$ cat config.mk
export PLATFORM = sky130hd
export DESIGN_NAME = modbus_rtu_slave_responder_core
export DESIGN_NICKNAME = d
export VERILOG_FILES = /design/src/design/mrs_pkg.sv /design/src/design/modbus_rtu_slave_responder_core.sv
export SDC_FILE = /design/constraint.sdc
export NUM_CORES = 1
export LEC_CHECK = 0
export ABC_AREA = 1
export CORE_ASPECT_RATIO = 1.25
export CORE_MARGIN = 3
export CORE_UTILIZATION = 55
export DETAILED_ROUTE_END_ITERATION = 10
export DONT_BUFFER_PORTS = 1
export PLACE_DENSITY = 0.74
export SETUP_SLACK_MARGIN = 0.15
export SYNTH_ARGS = -nofsm -noshare
export SYNTH_HDL_FRONTEND = slang
export SYNTH_SLANG_ARGS = --single-unit
$ cat constraint.sdc
create_clock -name clk_i -period 6.13 [get_ports clk_i]
set_input_delay 0.613 -clock clk_i [delete_from_list [all_inputs] [get_ports clk_i]]
set_output_delay 0.613 -clock clk_i [all_outputs]
set_load 0.05 [all_outputs]
$ cat src/design/mrs_pkg.sv
// shared types, codes and the crc fold for the modbus rtu responder
// no dependencies; imported by the core and its checker
package mrs_pkg;

  // item kinds on the request channel
  localparam logic [2:0] ITEM_FRAME    = 3'd0;
  localparam logic [2:0] ITEM_SET_DISC = 3'd1;
  localparam logic [2:0] ITEM_SET_COIL = 3'd2;
  localparam logic [2:0] ITEM_SET_INP  = 3'd3;
  localparam logic [2:0] ITEM_SET_HOLD = 3'd4;

  // modbus function codes
  localparam logic [7:0] FC_READ_COILS  = 8'd1;
  localparam logic [7:0] FC_READ_DISC   = 8'd2;
  localparam logic [7:0] FC_READ_HOLD   = 8'd3;
  localparam logic [7:0] FC_READ_INP    = 8'd4;
  localparam logic [7:0] FC_WRITE_COIL  = 8'd5;
  localparam logic [7:0] FC_WRITE_REG   = 8'd6;
  localparam logic [7:0] FC_WRITE_COILS = 8'd15;
  localparam logic [7:0] FC_WRITE_REGS  = 8'd16;

  localparam logic [7:0] EXC_FLAG       = 8'h80;
  localparam logic [7:0] EXC_BAD_FUNC   = 8'h01;
  localparam logic [7:0] EXC_BAD_ADDR   = 8'h02;

  localparam logic [1:0] NOTICE_NONE    = 2'd0;
  localparam logic [1:0] NOTICE_COIL    = 2'd1;
  localparam logic [1:0] NOTICE_HOLD    = 2'd2;

  localparam int unsigned MIN_FRAME     = 8;
  localparam logic [15:0] CRC_INIT      = 16'hFFFF;
  localparam logic [15:0] CRC_POLY      = 16'hA001;

  typedef enum logic [3:0] {
    S_IDLE,
    S_HDR,
    S_DEC,
    S_HEAD,
    S_BRD,
    S_BACC,
    S_BEMIT,
    S_WRD,
    S_WHI,
    S_WLO
  } state_e;

  typedef enum logic [1:0] {
    K_EXC,
    K_RBITS,
    K_RWORDS,
    K_WRITE
  } kind_e;

  function automatic logic [15:0] crc_fold(input logic [15:0] crc, input logic [7:0] b);
    logic [15:0] c;
    c = crc ^ {8'h00, b};
    for (int k = 0; k < 8; k++) begin
      c = c[0] ? ((c >> 1) ^ CRC_POLY) : (c >> 1);
    end
    return c;
  endfunction

endpackage

$ cat src/design/modbus_rtu_slave_responder_core.sv
// modbus rtu slave responder core: frame store, table memories, reply sequencer
// depends on mrs_pkg
//
// usage:
//   request channel (in_valid_i / in_stall_o): func_i 0 carries a frame byte in
//   rx_byte_i with frame_end_i on the last one; func_i 1..4 load an entry of the
//   discrete, coil, input or holding table from table_index_i / table_value_i.
//   reply channel (out_valid_o / out_stall_i): tx_byte_o bytes of the answer,
//   last_o on the final one, write_notice_o on that byte for write requests.
//   frame bytes and table loads are taken one per cycle while the core is idle.
//   after a frame end that passes length and crc the core raises in_stall_o,
//   reads header bytes 0..5 from the frame memory, decodes them, then emits the
//   reply: header or echo bytes, then register words read one at a time and
//   sent high byte first, or packed bit bytes gathered one entry at a time from
//   the single read port of each table memory. frames failing length or crc are
//   dropped with no stall; a station id mismatch drops the frame after the
//   header is decoded under stall. a stalled reply byte holds in the output
//   register and the sequencer waits. reset clears frame count and table valid
//   bits and sets crc to CRC_INIT and station_id to 1; the frame memory itself
//   needs no clearing since a frame only reads its bytes. station_id is written
//   through cfg_we_i / cfg_wdata_i, by the user only while idle; not enforced.
module modbus_rtu_slave_responder_core #(
  parameter int unsigned FRAME_DEPTH   = 64,
  parameter int unsigned DISC_COUNT    = 64,
  parameter int unsigned COIL_COUNT    = 64,
  parameter int unsigned INPUT_COUNT   = 16,
  parameter int unsigned HOLDING_COUNT = 16
) (
  input  logic        clk_i,
  input  logic        rst_ni,
  input  logic        cfg_we_i,
  input  logic [7:0]  cfg_wdata_i,
  input  logic        in_valid_i,
  output logic        in_stall_o,
  input  logic [2:0]  func_i,
  input  logic [7:0]  rx_byte_i,
  input  logic        frame_end_i,
  input  logic [5:0]  table_index_i,
  input  logic [15:0] table_value_i,
  output logic        out_valid_o,
  input  logic        out_stall_i,
  output logic [7:0]  tx_byte_o,
  output logic        last_o,
  output logic [1:0]  write_notice_o
);
  import mrs_pkg::*;

  localparam int unsigned AW  = $clog2(FRAME_DEPTH);
  localparam int unsigned CW  = $clog2(FRAME_DEPTH + 2);
  // only the first 64 entries can be loaded, the rest read as zero
  localparam int unsigned DS  = (DISC_COUNT < 64) ? DISC_COUNT : 64;
  localparam int unsigned CS  = (COIL_COUNT < 64) ? COIL_COUNT : 64;
  localparam int unsigned IS  = (INPUT_COUNT < 64) ? INPUT_COUNT : 64;
  localparam int unsigned HS  = (HOLDING_COUNT < 64) ? HOLDING_COUNT : 64;
  localparam int unsigned DIW = (DS > 1) ? $clog2(DS) : 1;
  localparam int unsigned CIW = (CS > 1) ? $clog2(CS) : 1;
  localparam int unsigned IIW = (IS > 1) ? $clog2(IS) : 1;
  localparam int unsigned HIW = (HS > 1) ? $clog2(HS) : 1;

  state_e state_q, state_d;

  logic [7:0]    station_q;
  logic [CW-1:0] count_q, count_d;
  logic [15:0]   crc_q, crc_d, crc_nx;
  logic [7:0]    b1_q, b1_d, b2_q, b2_d;

  logic accept, frame_acc, frame_ok;
  assign accept     = in_valid_i && !in_stall_o;
  assign frame_acc  = accept && (func_i == ITEM_FRAME);
  assign in_stall_o = (state_q != S_IDLE);

  // frame memory
  logic [7:0] fs_mem [FRAME_DEPTH];
  logic [7:0] fs_rdata_q;
  logic       fs_we, fs_re;
  logic [2:0] hidx_q, hidx_d;
  logic [7:0] hdr_q [6];

  assign fs_we = frame_acc && (count_q < CW'(FRAME_DEPTH));

  always_ff @(posedge clk_i) begin
    if (fs_we) fs_mem[count_q[AW-1:0]] <= rx_byte_i;
    if (fs_re) fs_rdata_q <= fs_mem[AW'(hidx_q)];
  end

  // crc folds the byte two positions behind the one being stored
  always_comb begin
    crc_nx  = (count_q >= CW'(2)) ? crc_fold(crc_q, b2_q) : crc_q;
    count_d = count_q;
    crc_d   = crc_q;
    b1_d    = b1_q;
    b2_d    = b2_q;
    if (frame_acc) begin
      if (count_q < CW'(FRAME_DEPTH)) begin
        crc_d   = crc_nx;
        b2_d    = b1_q;
        b1_d    = rx_byte_i;
        count_d = count_q + CW'(1);
      end else begin
        count_d = CW'(FRAME_DEPTH + 1);
      end
      if (frame_end_i) begin
        count_d = '0;
        crc_d   = CRC_INIT;
      end
    end
  end

  assign frame_ok = (count_q < CW'(FRAME_DEPTH)) && (count_q >= CW'(MIN_FRAME - 1)) &&
                    (b1_q == crc_nx[7:0]) && (rx_byte_i == crc_nx[15:8]);

  // table memories with per-entry valid bits cleared at reset
  logic          disc_mem [DS];
  logic          coil_mem [CS];
  logic [15:0]   inp_mem  [IS];
  logic [15:0]   hold_mem [HS];
  logic [DS-1:0] disc_vld_q;
  logic [CS-1:0] coil_vld_q;
  logic [IS-1:0] inp_vld_q;
  logic [HS-1:0] hold_vld_q;

  logic        we_disc, we_coil, we_inp, we_hold;
  assign we_disc = accept && (func_i == ITEM_SET_DISC) && (32'(table_index_i) < DISC_COUNT);
  assign we_coil = accept && (func_i == ITEM_SET_COIL) && (32'(table_index_i) < COIL_COUNT);
  assign we_inp  = accept && (func_i == ITEM_SET_INP)  && (32'(table_index_i) < INPUT_COUNT);
  assign we_hold = accept && (func_i == ITEM_SET_HOLD) && (32'(table_index_i) < HOLDING_COUNT);

  logic [15:0] ptr_q, ptr_d;
  logic        bit_re, word_re;
  logic        disc_rd_q, coil_rd_q;
  logic [15:0] inp_rd_q, hold_rd_q;
  logic        disc_hit, coil_hit, inp_hit, hold_hit;

  assign disc_hit = ptr_q < 16'(DS);
  assign coil_hit = ptr_q < 16'(CS);
  assign inp_hit  = ptr_q < 16'(IS);
  assign hold_hit = ptr_q < 16'(HS);

  always_ff @(posedge clk_i) begin
    if (we_disc) disc_mem[table_index_i[DIW-1:0]] <= table_value_i[0];
    if (we_coil) coil_mem[table_index_i[CIW-1:0]] <= table_value_i[0];
    if (we_inp)  inp_mem[table_index_i[IIW-1:0]]  <= table_value_i;
    if (we_hold) hold_mem[table_index_i[HIW-1:0]] <= table_value_i;
    if (bit_re) begin
      disc_rd_q <= disc_hit && disc_vld_q[ptr_q[DIW-1:0]] && disc_mem[ptr_q[DIW-1:0]];
      coil_rd_q <= coil_hit && coil_vld_q[ptr_q[CIW-1:0]] && coil_mem[ptr_q[CIW-1:0]];
    end
    if (word_re) begin
      inp_rd_q  <= (inp_hit && inp_vld_q[ptr_q[IIW-1:0]]) ? inp_mem[ptr_q[IIW-1:0]] : '0;
      hold_rd_q <= (hold_hit && hold_vld_q[ptr_q[HIW-1:0]]) ? hold_mem[ptr_q[HIW-1:0]] : '0;
    end
  end

  always_ff @(posedge clk_i or negedge rst_ni) begin
    if (!rst_ni) begin
      disc_vld_q <= '0;
      coil_vld_q <= '0;
      inp_vld_q  <= '0;
      hold_vld_q <= '0;
    end else begin
      if (we_disc) disc_vld_q[table_index_i[DIW-1:0]] <= 1'b1;
      if (we_coil) coil_vld_q[table_index_i[CIW-1:0]] <= 1'b1;
      if (we_inp)  inp_vld_q[table_index_i[IIW-1:0]]  <= 1'b1;
      if (we_hold) hold_vld_q[table_index_i[HIW-1:0]] <= 1'b1;
    end
  end

  // decode of the header
  kind_e       kind_q, kind_d;
  logic        sel_q, sel_d;
  logic [7:0]  code_q, code_d;
  logic [7:0]  cnt_byte_q, cnt_byte_d;
  logic [1:0]  notice_q, notice_d;
  logic [15:0] rem_q, rem_d;
  logic [13:0] dcnt_q, dcnt_d;
  logic [2:0]  hcnt_q, hcnt_d;
  logic [2:0]  j_q, j_d;
  logic [7:0]  acc_q, acc_d;
  logic        taken_q, taken_d;
  logic        drop;

  logic [15:0] dec_addr, dec_qty, dec_qeff;
  logic [16:0] dec_end, dec_size, dec_bytes;
  kind_e       dec_kind;
  logic        dec_sel;
  logic [1:0]  dec_notice;

  always_comb begin
    dec_addr   = {hdr_q[2], hdr_q[3]};
    dec_qty    = {hdr_q[4], hdr_q[5]};
    dec_qeff   = dec_qty;
    dec_size   = '0;
    dec_kind   = K_EXC;
    dec_sel    = 1'b0;
    dec_notice = NOTICE_NONE;
    unique case (hdr_q[1])
      FC_READ_DISC: begin
        dec_kind = K_RBITS;
        dec_size = 17'(DISC_COUNT);
      end
      FC_READ_COILS: begin
        dec_kind = K_RBITS;
        dec_sel  = 1'b1;
        dec_size = 17'(COIL_COUNT);
      end
      FC_READ_INP: begin
        dec_kind = K_RWORDS;
        dec_size = 17'(INPUT_COUNT);
      end
      FC_READ_HOLD: begin
        dec_kind = K_RWORDS;
        dec_sel  = 1'b1;
        dec_size = 17'(HOLDING_COUNT);
      end
      FC_WRITE_COIL, FC_WRITE_COILS: begin
        dec_kind   = K_WRITE;
        dec_notice = NOTICE_COIL;
        dec_size   = 17'(COIL_COUNT);
        if (hdr_q[1] == FC_WRITE_COIL) dec_qeff = 16'd1;
      end
      FC_WRITE_REG, FC_WRITE_REGS: begin
        dec_kind   = K_WRITE;
        dec_notice = NOTICE_HOLD;
        dec_size   = 17'(HOLDING_COUNT);
        if (hdr_q[1] == FC_WRITE_REG) dec_qeff = 16'd1;
      end
      default: dec_kind = K_EXC;
    endcase
    dec_end   = {1'b0, dec_addr} + {1'b0, dec_qeff};
    dec_bytes = ({1'b0, dec_qty} + 17'd7) >> 3;
  end

  // sequencer: emission request and memory reads
  logic       emit, out_free, fire;
  logic [7:0] emit_byte;
  logic       emit_last;
  logic [1:0] emit_notice;

  assign out_free = !out_valid_o || !out_stall_i;
  assign fire     = emit && out_free;

  always_comb begin
    emit        = 1'b0;
    emit_byte   = '0;
    emit_last   = 1'b0;
    emit_notice = NOTICE_NONE;
    fs_re       = 1'b0;
    bit_re      = 1'b0;
    word_re     = 1'b0;
    unique case (state_q)
      S_HDR:  fs_re  = (hidx_q < 3'd6);
      S_BRD:  bit_re = 1'b1;
      S_WRD:  word_re = 1'b1;
      S_HEAD: begin
        emit = 1'b1;
        unique case (hcnt_q)
          3'd0: emit_byte = station_q;
          3'd1: emit_byte = (kind_q == K_EXC) ? code_q : hdr_q[1];
          3'd2: emit_byte = (kind_q == K_EXC) ? cnt_byte_q :
                            (kind_q == K_WRITE) ? hdr_q[2] : cnt_byte_q;
          3'd3: emit_byte = hdr_q[3];
          3'd4: emit_byte = hdr_q[4];
          3'd5: emit_byte = hdr_q[5];
          default: emit_byte = '0;
        endcase
        priority case (kind_q)
          K_EXC:    emit_last = (hcnt_q == 3'd2);
          K_RBITS:  emit_last = (hcnt_q == 3'd2) && (dcnt_q == '0);
          K_RWORDS: emit_last = (hcnt_q == 3'd2) && (rem_q == '0);
          default:  emit_last = (hcnt_q == 3'd5);
        endcase
        if (emit_last) emit_notice = notice_q;
      end
      S_BEMIT: begin
        emit      = 1'b1;
        emit_byte = acc_q;
        emit_last = (dcnt_q == 14'd1);
      end
      S_WHI: begin
        emit      = 1'b1;
        emit_byte = sel_q ? hold_rd_q[15:8] : inp_rd_q[15:8];
      end
      S_WLO: begin
        emit      = 1'b1;
        emit_byte = sel_q ? hold_rd_q[7:0] : inp_rd_q[7:0];
        emit_last = (rem_q == '0);
      end
      default: ;
    endcase
  end

  assign drop = (hdr_q[0] != station_q);

  always_comb begin
    state_d    = state_q;
    hidx_d     = hidx_q;
    kind_d     = kind_q;
    sel_d      = sel_q;
    code_d     = code_q;
    cnt_byte_d = cnt_byte_q;
    notice_d   = notice_q;
    rem_d      = rem_q;
    dcnt_d     = dcnt_q;
    ptr_d      = ptr_q;
    hcnt_d     = hcnt_q;
    j_d        = j_q;
    acc_d      = acc_q;
    taken_d    = taken_q;
    unique case (state_q)
      S_IDLE: begin
        hidx_d = '0;
        if (frame_acc && frame_end_i && frame_ok) state_d = S_HDR;
      end
      S_HDR: begin
        hidx_d = hidx_q + 3'd1;
        if (hidx_q == 3'd6) state_d = S_DEC;
      end
      S_DEC: begin
        hcnt_d     = '0;
        j_d        = '0;
        acc_d      = '0;
        ptr_d      = dec_addr;
        sel_d      = dec_sel;
        notice_d   = dec_notice;
        rem_d      = dec_qty;
        dcnt_d     = dec_bytes[13:0];
        kind_d     = dec_kind;
        code_d     = hdr_q[1] + EXC_FLAG;
        cnt_byte_d = (dec_kind == K_RBITS) ? dec_bytes[7:0] : {dec_qty[6:0], 1'b0};
        if (dec_kind == K_EXC) begin
          cnt_byte_d = EXC_BAD_FUNC;
        end else if (dec_end > dec_size) begin
          kind_d     = K_EXC;
          cnt_byte_d = EXC_BAD_ADDR;
          notice_d   = NOTICE_NONE;
        end
        state_d = drop ? S_IDLE : S_HEAD;
      end
      S_HEAD: begin
        if (fire) begin
          hcnt_d = hcnt_q + 3'd1;
          if (emit_last) state_d = S_IDLE;
          else if (hcnt_q == 3'd2 && kind_q == K_RBITS) state_d = S_BRD;
          else if (hcnt_q == 3'd2 && kind_q == K_RWORDS) state_d = S_WRD;
        end
      end
      S_BRD: begin
        taken_d = (rem_q != '0);
        if (rem_q != '0) begin
          rem_d = rem_q - 16'd1;
          ptr_d = ptr_q + 16'd1;
        end
        state_d = S_BACC;
      end
      S_BACC: begin
        acc_d[j_q] = taken_q && (sel_q ? coil_rd_q : disc_rd_q);
        j_d        = j_q + 3'd1;
        state_d    = (j_q == 3'd7) ? S_BEMIT : S_BRD;
      end
      S_BEMIT: begin
        if (fire) begin
          dcnt_d  = dcnt_q - 14'd1;
          acc_d   = '0;
          state_d = emit_last ? S_IDLE : S_BRD;
        end
      end
      S_WRD: begin
        rem_d   = rem_q - 16'd1;
        ptr_d   = ptr_q + 16'd1;
        state_d = S_WHI;
      end
      S_WHI: if (fire) state_d = S_WLO;
      S_WLO: if (fire) state_d = emit_last ? S_IDLE : S_WRD;
      default: state_d = S_IDLE;
    endcase
  end

  always_ff @(posedge clk_i) begin
    if (state_q == S_HDR && hidx_q != 3'd0) hdr_q[hidx_q - 3'd1] <= fs_rdata_q;
    kind_q     <= kind_d;
    sel_q      <= sel_d;
    code_q     <= code_d;
    cnt_byte_q <= cnt_byte_d;
    notice_q   <= notice_d;
    rem_q      <= rem_d;
    dcnt_q     <= dcnt_d;
    ptr_q      <= ptr_d;
    hcnt_q     <= hcnt_d;
    j_q        <= j_d;
    acc_q      <= acc_d;
    taken_q    <= taken_d;
    b1_q       <= b1_d;
    b2_q       <= b2_d;
    hidx_q     <= hidx_d;
    if (fire) begin
      tx_byte_o      <= emit_byte;
      last_o         <= emit_last;
      write_notice_o <= emit_notice;
    end
  end

  always_ff @(posedge clk_i or negedge rst_ni) begin
    if (!rst_ni) begin
      state_q     <= S_IDLE;
      station_q   <= 8'd1;
      count_q     <= '0;
      crc_q       <= CRC_INIT;
      out_valid_o <= 1'b0;
    end else begin
      state_q <= state_d;
      count_q <= count_d;
      crc_q   <= crc_d;
      if (cfg_we_i) station_q <= cfg_wdata_i;
      if (fire) out_valid_o <= 1'b1;
      else if (!out_stall_i) out_valid_o <= 1'b0;
    end
  end

endmodule

==> impl_metrics.env, run 1 <==
export IMPL_cts_buffers=104
export IMPL_clkTransAtPathRegs_ns=0.07
export IMPL_ys_flop_type="edfxtp_1"
export IMPL_vias=34200
export IMPL_relSlewSlack_pct=-1.04
export IMPL_start_util_pct=55.9
export IMPL_yosysSeqAreaShare_pct=66.8
export IMPL_p_leak_nw=19.6
export IMPL_power_mw=21.2
export IMPL_async_flop_share_pct=17.7
export IMPL_grt_pass1_vias=32400
export IMPL_grt_usage_pct=28.4
export IMPL_whs_ns=0.0226
export IMPL_arrival_ns=4.71
export IMPL_wire_per_inst_um=23.4
export IMPL_cts_tree="built"
export IMPL_rows=120
export IMPL_syn_avg_cell_area_um2=10.9
export IMPL_hp_class="in -> reg"
export IMPL_startpoint_type="register"
export IMPL_synthToLayoutAreaGrowth_pct=10.2
export IMPL_status="finished with violations"
export IMPL_worst_slew_pin_transition_ns=1.52
export IMPL_endpoint_kind="register"
export IMPL_cts_sinks=1108
export IMPL_routed_wl_um=132000
export IMPL_post_dp_hpwl_um=78100
export IMPL_period_share_pct=68.2
export IMPL_multi_input_comb_area_um2=14000
export IMPL_rsz0062_at_grt="no"
export IMPL_cts_resized=0
export IMPL_nets=4469
export IMPL_overflow=0
export IMPL_dp_cells=5390
export IMPL_final_min_clock_period_ns=4.18
export IMPL_grt_pass1_wl_um=197000
export IMPL_hold_viol=0
export IMPL_syn_inst=4415
export IMPL_final_max_slew_viol_count=34
export IMPL_setup_viol=0
export IMPL_clockRootBuffer="clkbuf_16"
export IMPL_die_area_um2=91400
export IMPL_h_tree_depth=3
export IMPL_finClkSkew_ns=0.0373
export IMPL_clockBufferDepth=3
export IMPL_cap_violations=0
export IMPL_fmax_mhz=239
export IMPL_place_port_buffers=0
export IMPL_fp_dieW_um=271
export IMPL_synth_top_area_share_pct=56.3
export IMPL_synth_cell_types=61
export IMPL_fin_setup_tns_ns=0
export IMPL_coreArea_um2=86300
export IMPL_layout_drive_gt1_share_pct=9.14
export IMPL_path_cells="nor4_1 > inv_1 > nor2_1 > nand2_1 > inv_1 > nor2_1 > inv_1 > nor2_1 > ha_1 > a21oi_1 > o21ai_1 > nand2_1 > nand3_1 > a21oi_1 > o21ai_0 > xor2_1 > nor3_2 > nand3_2 > nor2_1"
export IMPL_diodes=0
export IMPL_worstPathMaxFanout=15
export IMPL_yosysWarnings=0
export IMPL_final_cells=5633
export IMPL_post_synth_top_area_cell="edfxtp_1"
export IMPL_syn_cell_area_um2=48300
export IMPL_min_from="table_value_i[8]"
export IMPL_antenna_left=0
export IMPL_ys_ff_latch=1108
export IMPL_violations="max-slew violations"
export IMPL_regArea_um2=32300
export IMPL_die_h_um=337
export IMPL_crit_path_top_delay_cell="edfxtp_1"
export IMPL_fillers=6624
export IMPL_hold_depth=0
export IMPL_irDropWorstVdd_mv=0.368
export IMPL_r2r_start="hdr_q[1][7]$_DFFE_PP_"
export IMPL_rr_endpoint="cnt_byte_q[3]$_SDFFCE_PP0P_"
export IMPL_synth_area_leaders="edfxtp_1 56%, dfrtp_1 9.3%, o21ai_0 5.8%"
export IMPL_crit_top_cell="nor2_1"
export IMPL_antenna_found_initial=0
export IMPL_cp_required_ns=6.67
export IMPL_drc=0
export IMPL_drtIter0Drc=4141
export IMPL_syn_nets=4502
export IMPL_min_to="inp_mem[12][8]$_DFFE_PP_"
export IMPL_worst_r2r_setup_slack_ns=1.95
export IMPL_grt_max_degree=197
export IMPL_io_pins=60
export IMPL_synth_edf_count=906
export IMPL_place_congestion=0.930
export IMPL_critPathKind="reg -> reg"
export IMPL_slowest_delay_ns=0.42
export IMPL_via_per_inst=6.07
export IMPL_dr_pass1_iters=8
export IMPL_rr_worst_depth=19
export IMPL_clock_latency_ns=0.70
export IMPL_pwr_density_cell_nw_per_um2=399
-- power by group --
group	switching (mW)	total, mW	internal (mW)
Sequential	0.486	9.26	8.77
Clock	2.90	6.60	3.70
Combinational	3.87	5.39	1.52
Total	7.26	21.2	14.0
-- registers in the layout, summed over array words and instances (netlist names), 48 cells and up, named ones only --
register and count:
hold_mem 256, inp_mem 256, coil_mem 64, coil_vld_q 64, disc_mem 64, disc_vld_q 64, fs_mem 64, hdr_q 48
-- cell type report --
type | count | share of cell area [%]
tap | 1159 | 2.73
multi-input combinational | 2755 | 26.2
clock buffer | 128 | 5.18
sequential | 1108 | 60.6
clock inverter | 70 | 1.42
inverter | 328 | 2.34
timing repair buffer | 85 | 1.49
-- worst max path at each step --
stage	from	end	slack [ns]	cells after the start
after floorplan	state_q[2]$_DFFE_PN0P_	ptr_q[0]$_DFFE_PP_	2.32	7
after global placement	hdr_q[1][6]$_DFFE_PP_	cnt_byte_q[1]$_SDFFCE_PP0P_	2.00	21
after detailed placement	hdr_q[1][6]$_DFFE_PP_	cnt_byte_q[6]$_SDFFCE_PP0P_	1.99	20
after CTS	hdr_q[1][6]$_DFFE_PP_	cnt_byte_q[3]$_SDFFCE_PP0P_	1.96	20
after global routing	hdr_q[1][7]$_DFFE_PP_	cnt_byte_q[3]$_SDFFCE_PP0P_	1.49	22
final	hdr_q[1][7]$_DFFE_PP_	cnt_byte_q[3]$_SDFFCE_PP0P_	1.95	19
-- per-layer routing --
| layer | track usage (%) | vias to the layer above | share of wire [%] |
|---|---|---|---|
| met5 | 0 | - | 0 |
| met4 | 13.2 | 0 | 5.0 |
| met3 | 4.46 | 340 | 8.8 |
| met2 | 47.3 | 1717 | 48 |
| met1 | 37.1 | 16600 | 38 |
| li1 | - | 15500 | - |
-- synth_stat cells, types with 4 or more instances --
cell type / instances
xnor2_1: 15
o211ai_1: 19
ha_1: 39
a32o_1: 16
mux2_2: 9
nand3_2: 4
clkinv_1: 5
edfxtp_1: 906
or2_2: 84
xor2_1: 23
inv_2: 11
o2111ai_1: 9
nand2_2: 4
a31oi_1: 21
o21ai_0: 556
nand4_1: 15
nor3_2: 4
nand3b_1: 8
a22oi_1: 9
nor2_1: 665
nor2_2: 11
dfstp_2: 17
nand3_1: 143
o21ai_1: 9
a221oi_2: 10
a21oi_1: 251
buf_6: 5
buf_1: 10
mux2i_1: 8
a211oi_1: 8
clkbuf_1: 156
nor4_1: 7
buf_2: 50
nor3_1: 29
inv_1: 311
o22ai_1: 152
dfrtp_1: 179
a221oi_1: 40
nand2_1: 549
o21bai_1: 5
dfxtp_1: 6
-- repair_timing --
action                                  4_1_cts  5_1_grt
hold buffers                                 45        0
endpoints found under the hold margin       475        0
endpoints found under the setup margin        0        0
setup buffers                                 0        0
-- cells in the final DEF (no fill, tap or decap), types with 16 or more instances in the layout --
cell / n
clkbuf_1: 19
dlygate4sd3_1: 44
nor2_2: 42
clkbuf_16: 105
a31oi_1: 21
dfrtp_1: 179
buf_4: 38
edfxtp_1: 906
nand2_1: 548
o211ai_1: 19
o22ai_1: 152
a21oi_1: 251
a221oi_1: 40
dfstp_2: 17
clkinv_2: 27
ha_1: 39
a32o_1: 16
xor2_1: 23
o21ai_0: 556
inv_1: 310
nand3_1: 143
nor2_1: 633
nor3_1: 28
or2_2: 84
-- cells by family after synthesis --
| kind of cell | share of synthesized area, % |
|---|---|
| flip-flops | 66.8 |
| AND/OR/NAND/NOR | 13.2 |
| XOR/XNOR | 0.689 |
| multiplexers | 0.376 |
| AO/OA/AOI/OAI | 13.3 |
| buffers and inverters | 4.52 |
| adder cells (fa/ha/maj) | 1.05 |
-- critical path: cells and delay by family (launching register included) --
kind | cells | cell delay, ns
fa+ha+maj | 1 | 0.38
xor+xnor | 1 | 0.17
compound gates | 4 | 0.84
simple gates | 10 | 1.64
flops | 1 | 0.42
buf+inv | 3 | 0.60
-- stage by stage --
| stage | worst slack, ns | area (um2) | util, % |
|---|---|---|---|
| after floorplan | 2.32 | 48300 | - |
| after global placement | 2.00 | 49200 | 57.0 |
| after detailed placement | 1.99 | 49200 | 57.0 |
| after CTS | 1.96 | 53200 | 61.6 |
| after global routing | 1.49 | 53200 | 61.6 |
| final | 1.95 | 53200 | 61.6 |
Note: power is estimated with default switching activity, not from simulation.
==> run 2: changes to the inputs <==
==> constraint.sdc (replaced) <==
create_clock -name clk_i -period 3.88 [get_ports clk_i]
set_input_delay 0.388 -clock clk_i [delete_from_list [all_inputs] [get_ports clk_i]]
set_output_delay 0.388 -clock clk_i [all_outputs]
set_load 0.05 [all_outputs]
==> run 2 against run 1 <==
The run ends with negative hold slack left; critical path depth is 1 higher; global-route usage fell by 0.74 points; flip-flop and latch count did not move; critical endpoint is now kind_q[0]$_DFFE_PP_.
==> impl_metrics.env, run 2 (synthesized netlist as in run 1, its figures left out) <==
export IMPL_finClkSkew_ns=0.0645
export IMPL_wire_per_inst_um=22.5
export IMPL_post_dp_hpwl_um=76000
export IMPL_critPathKind="reg -> reg"
export IMPL_final_common_cell="edfxtp_1"
export IMPL_vias=34400
export IMPL_grt_pass1_wl_um=194000
export IMPL_rsz0062_at_grt="yes"
export IMPL_setup_viol=0
export IMPL_layout_common_cells="906 x edfxtp_1, 621 x nor2_1, 554 x o21ai_0, 543 x nand2_1, 304 x inv_1"
export IMPL_layout_drive_gt1_share_pct=11.7
export IMPL_post_route_util_pct=62.6
export IMPL_relSlewSlack_pct=13.8
export IMPL_rr_worst_depth=20
export IMPL_worst_slew_pin_transition_ns=1.29
export IMPL_cp_required_ns=4.38
export IMPL_drc=0
export IMPL_crit_top_cell="inv_2"
export IMPL_critPathTopFamily="simple AND/OR/NAND/NOR gates"
export IMPL_antenna_left=0
export IMPL_h_tree_depth=3
export IMPL_r2r_start="hdr_q[1][4]$_DFFE_PP_"
export IMPL_irDropWorstVdd_mv=0.497
export IMPL_violations="negative hold slack"
export IMPL_antenna_found_initial=0
export IMPL_power_mw=33.6
export IMPL_routed_wl_um=128000
export IMPL_start_util_pct=55.9
export IMPL_rows=120
export IMPL_rr_endpoint="kind_q[0]$_DFFE_PP_"
export IMPL_path_cells="nor4_2 > inv_2 > nor2_4 > nand3_1 > nand3_1 > ha_2 > inv_2 > fa_2 > inv_2 > nand3_2 > nand2_2 > xnor2_2 > ha_1 > nand3b_1 > nor4_4 > and3_4 > nand4_1 > nand2_2 > nand2_1 > a21oi_1"
export IMPL_cts_tree="built"
export IMPL_final_max_slew_viol_count=0
export IMPL_crit_path_top_delay_cell="edfxtp_1"
export IMPL_cts_buffers=102
export IMPL_met3_usage_pct=3.93
export IMPL_clkTransAtPathRegs_ns=0.06
export IMPL_hold_viol=196
export IMPL_grt_max_degree=197
export IMPL_die_h_um=337
export IMPL_arrival_ns=4.08
export IMPL_drtIter0Drc=3734
export IMPL_coreArea_um2=86300
export IMPL_postCtsHoldBufs=39
export IMPL_slowest_delay_ns=0.44
export IMPL_path_buf_inv=3
export IMPL_die_area_um2=91400
export IMPL_clockBufferDepth=3
export IMPL_overflow=0
export IMPL_whs_ns=-0.594
export IMPL_final_min_clock_period_ns=3.58
export IMPL_grt_pass1_vias=33500
export IMPL_top_usage_layer="met2"
export IMPL_endpoint_kind="register"
export IMPL_hp_class="in -> async"
export IMPL_fmax_mhz=279
export IMPL_worst_r2r_setup_slack_ns=0.30
export IMPL_clock_latency_ns=0.70
export IMPL_dr_pass1_iters=6
export IMPL_period_share_pct=92.3
export IMPL_p_leak_nw=20.1
export IMPL_place_congestion=0.947
export IMPL_fillers=6565
export IMPL_io_pins=60
export IMPL_grt_util_met2_pct=47.3
export IMPL_via_per_inst=6.02
export IMPL_clockRootBuffer="clkbuf_16"
export IMPL_cap_violations=0
export IMPL_worstPathMaxFanout=4
export IMPL_place_port_buffers=0
export IMPL_fp_dieW_um=271
export IMPL_stdcell_area_um2=54100
export IMPL_postPlaceCellArea_um2=49800
export IMPL_synthToLayoutAreaGrowth_pct=12.0
export IMPL_grt_usage_pct=27.7
export IMPL_grt_util_met1_pct=35.2
export IMPL_status="finished with violations"
export IMPL_startpoint_type="register"
export IMPL_pwr_density_cell_nw_per_um2=621
export IMPL_cts_sinks=1108
export IMPL_nets=4542
[run 2: cell count changes in the layout (fill, tap and decap cells not counted), sizes merged]
cell	delta
clkinv	-7
inv	-2
diode	+1
buf	+85
clkbuf	+15
dlygate4sd3	-10
clkinvlp	-8
bufinv	-3
[run 2: final cells by class]
type	count	area, um2	share of cell area (%)
tap	1159	1450	2.68
inverter	328	1250	2.30
clock buffer	143	2850	5.27
clock inverter	50	557	1.03
sequential	1108	32300	59.6
antenna	1	2.50	0.00463
timing repair buffer	160	1480	2.74
multi-input combinational	2755	14200	26.3
[run 2: stage by stage]
step           setup slack (ns)  instances  setup TNS (ns)
3_3_place_gp            -0.0245       5453         -0.0409
3_5_place_dp            -0.0224       5453         -0.0484
6_report                  0.299       5704               0
5_1_grt                  0.0556       5703               0
4_1_cts                   0.174       5686               0
2_1_floorplan             0.510       4415               0
[run 2: what timing repair did]
item | CTS | global route
pin swaps | 1 | 38
setup endpoints to repair | 12 | 12
setup buffers | 1 | 17
gates resized for setup | 9 | 67
endpoints found under the hold margin | 918 | 196
[run 2: how the worst max path moves through the flow]
stage,cells after the start,from,slack [ns],end
after floorplan,20,hdr_q[1][6]$_DFFE_PP_,0.51,cnt_byte_q[1]$_SDFFCE_PP0P_
after global placement,21,hdr_q[1][7]$_DFFE_PP_,-0.02,cnt_byte_q[1]$_SDFFCE_PP0P_
after detailed placement,20,hdr_q[1][7]$_DFFE_PP_,-0.02,cnt_byte_q[2]$_SDFFCE_PP0P_
after CTS,25,hdr_q[1][2]$_DFFE_PP_,0.17,cnt_byte_q[1]$_SDFFCE_PP0P_
after global routing,21,hdr_q[1][4]$_DFFE_PP_,0.06,cnt_byte_q[1]$_SDFFCE_PP0P_
final,20,hdr_q[1][4]$_DFFE_PP_,0.30,kind_q[0]$_DFFE_PP_
[run 2: where the power goes]
group          switching, mW  internal, mW  leakage (nW)
clock                   4.45          5.70          1.66
combinational           6.13          2.64          7.88
sequential             0.784          13.9          10.5
[run 2: per-layer routing]
layer | routed length, um | vias up
li1 | - | 15700
met1 | 48400 | 16700
met2 | 63700 | 1593
met3 | 10200 | 344
met4 | 5930 | 0
met5 | 0 | -
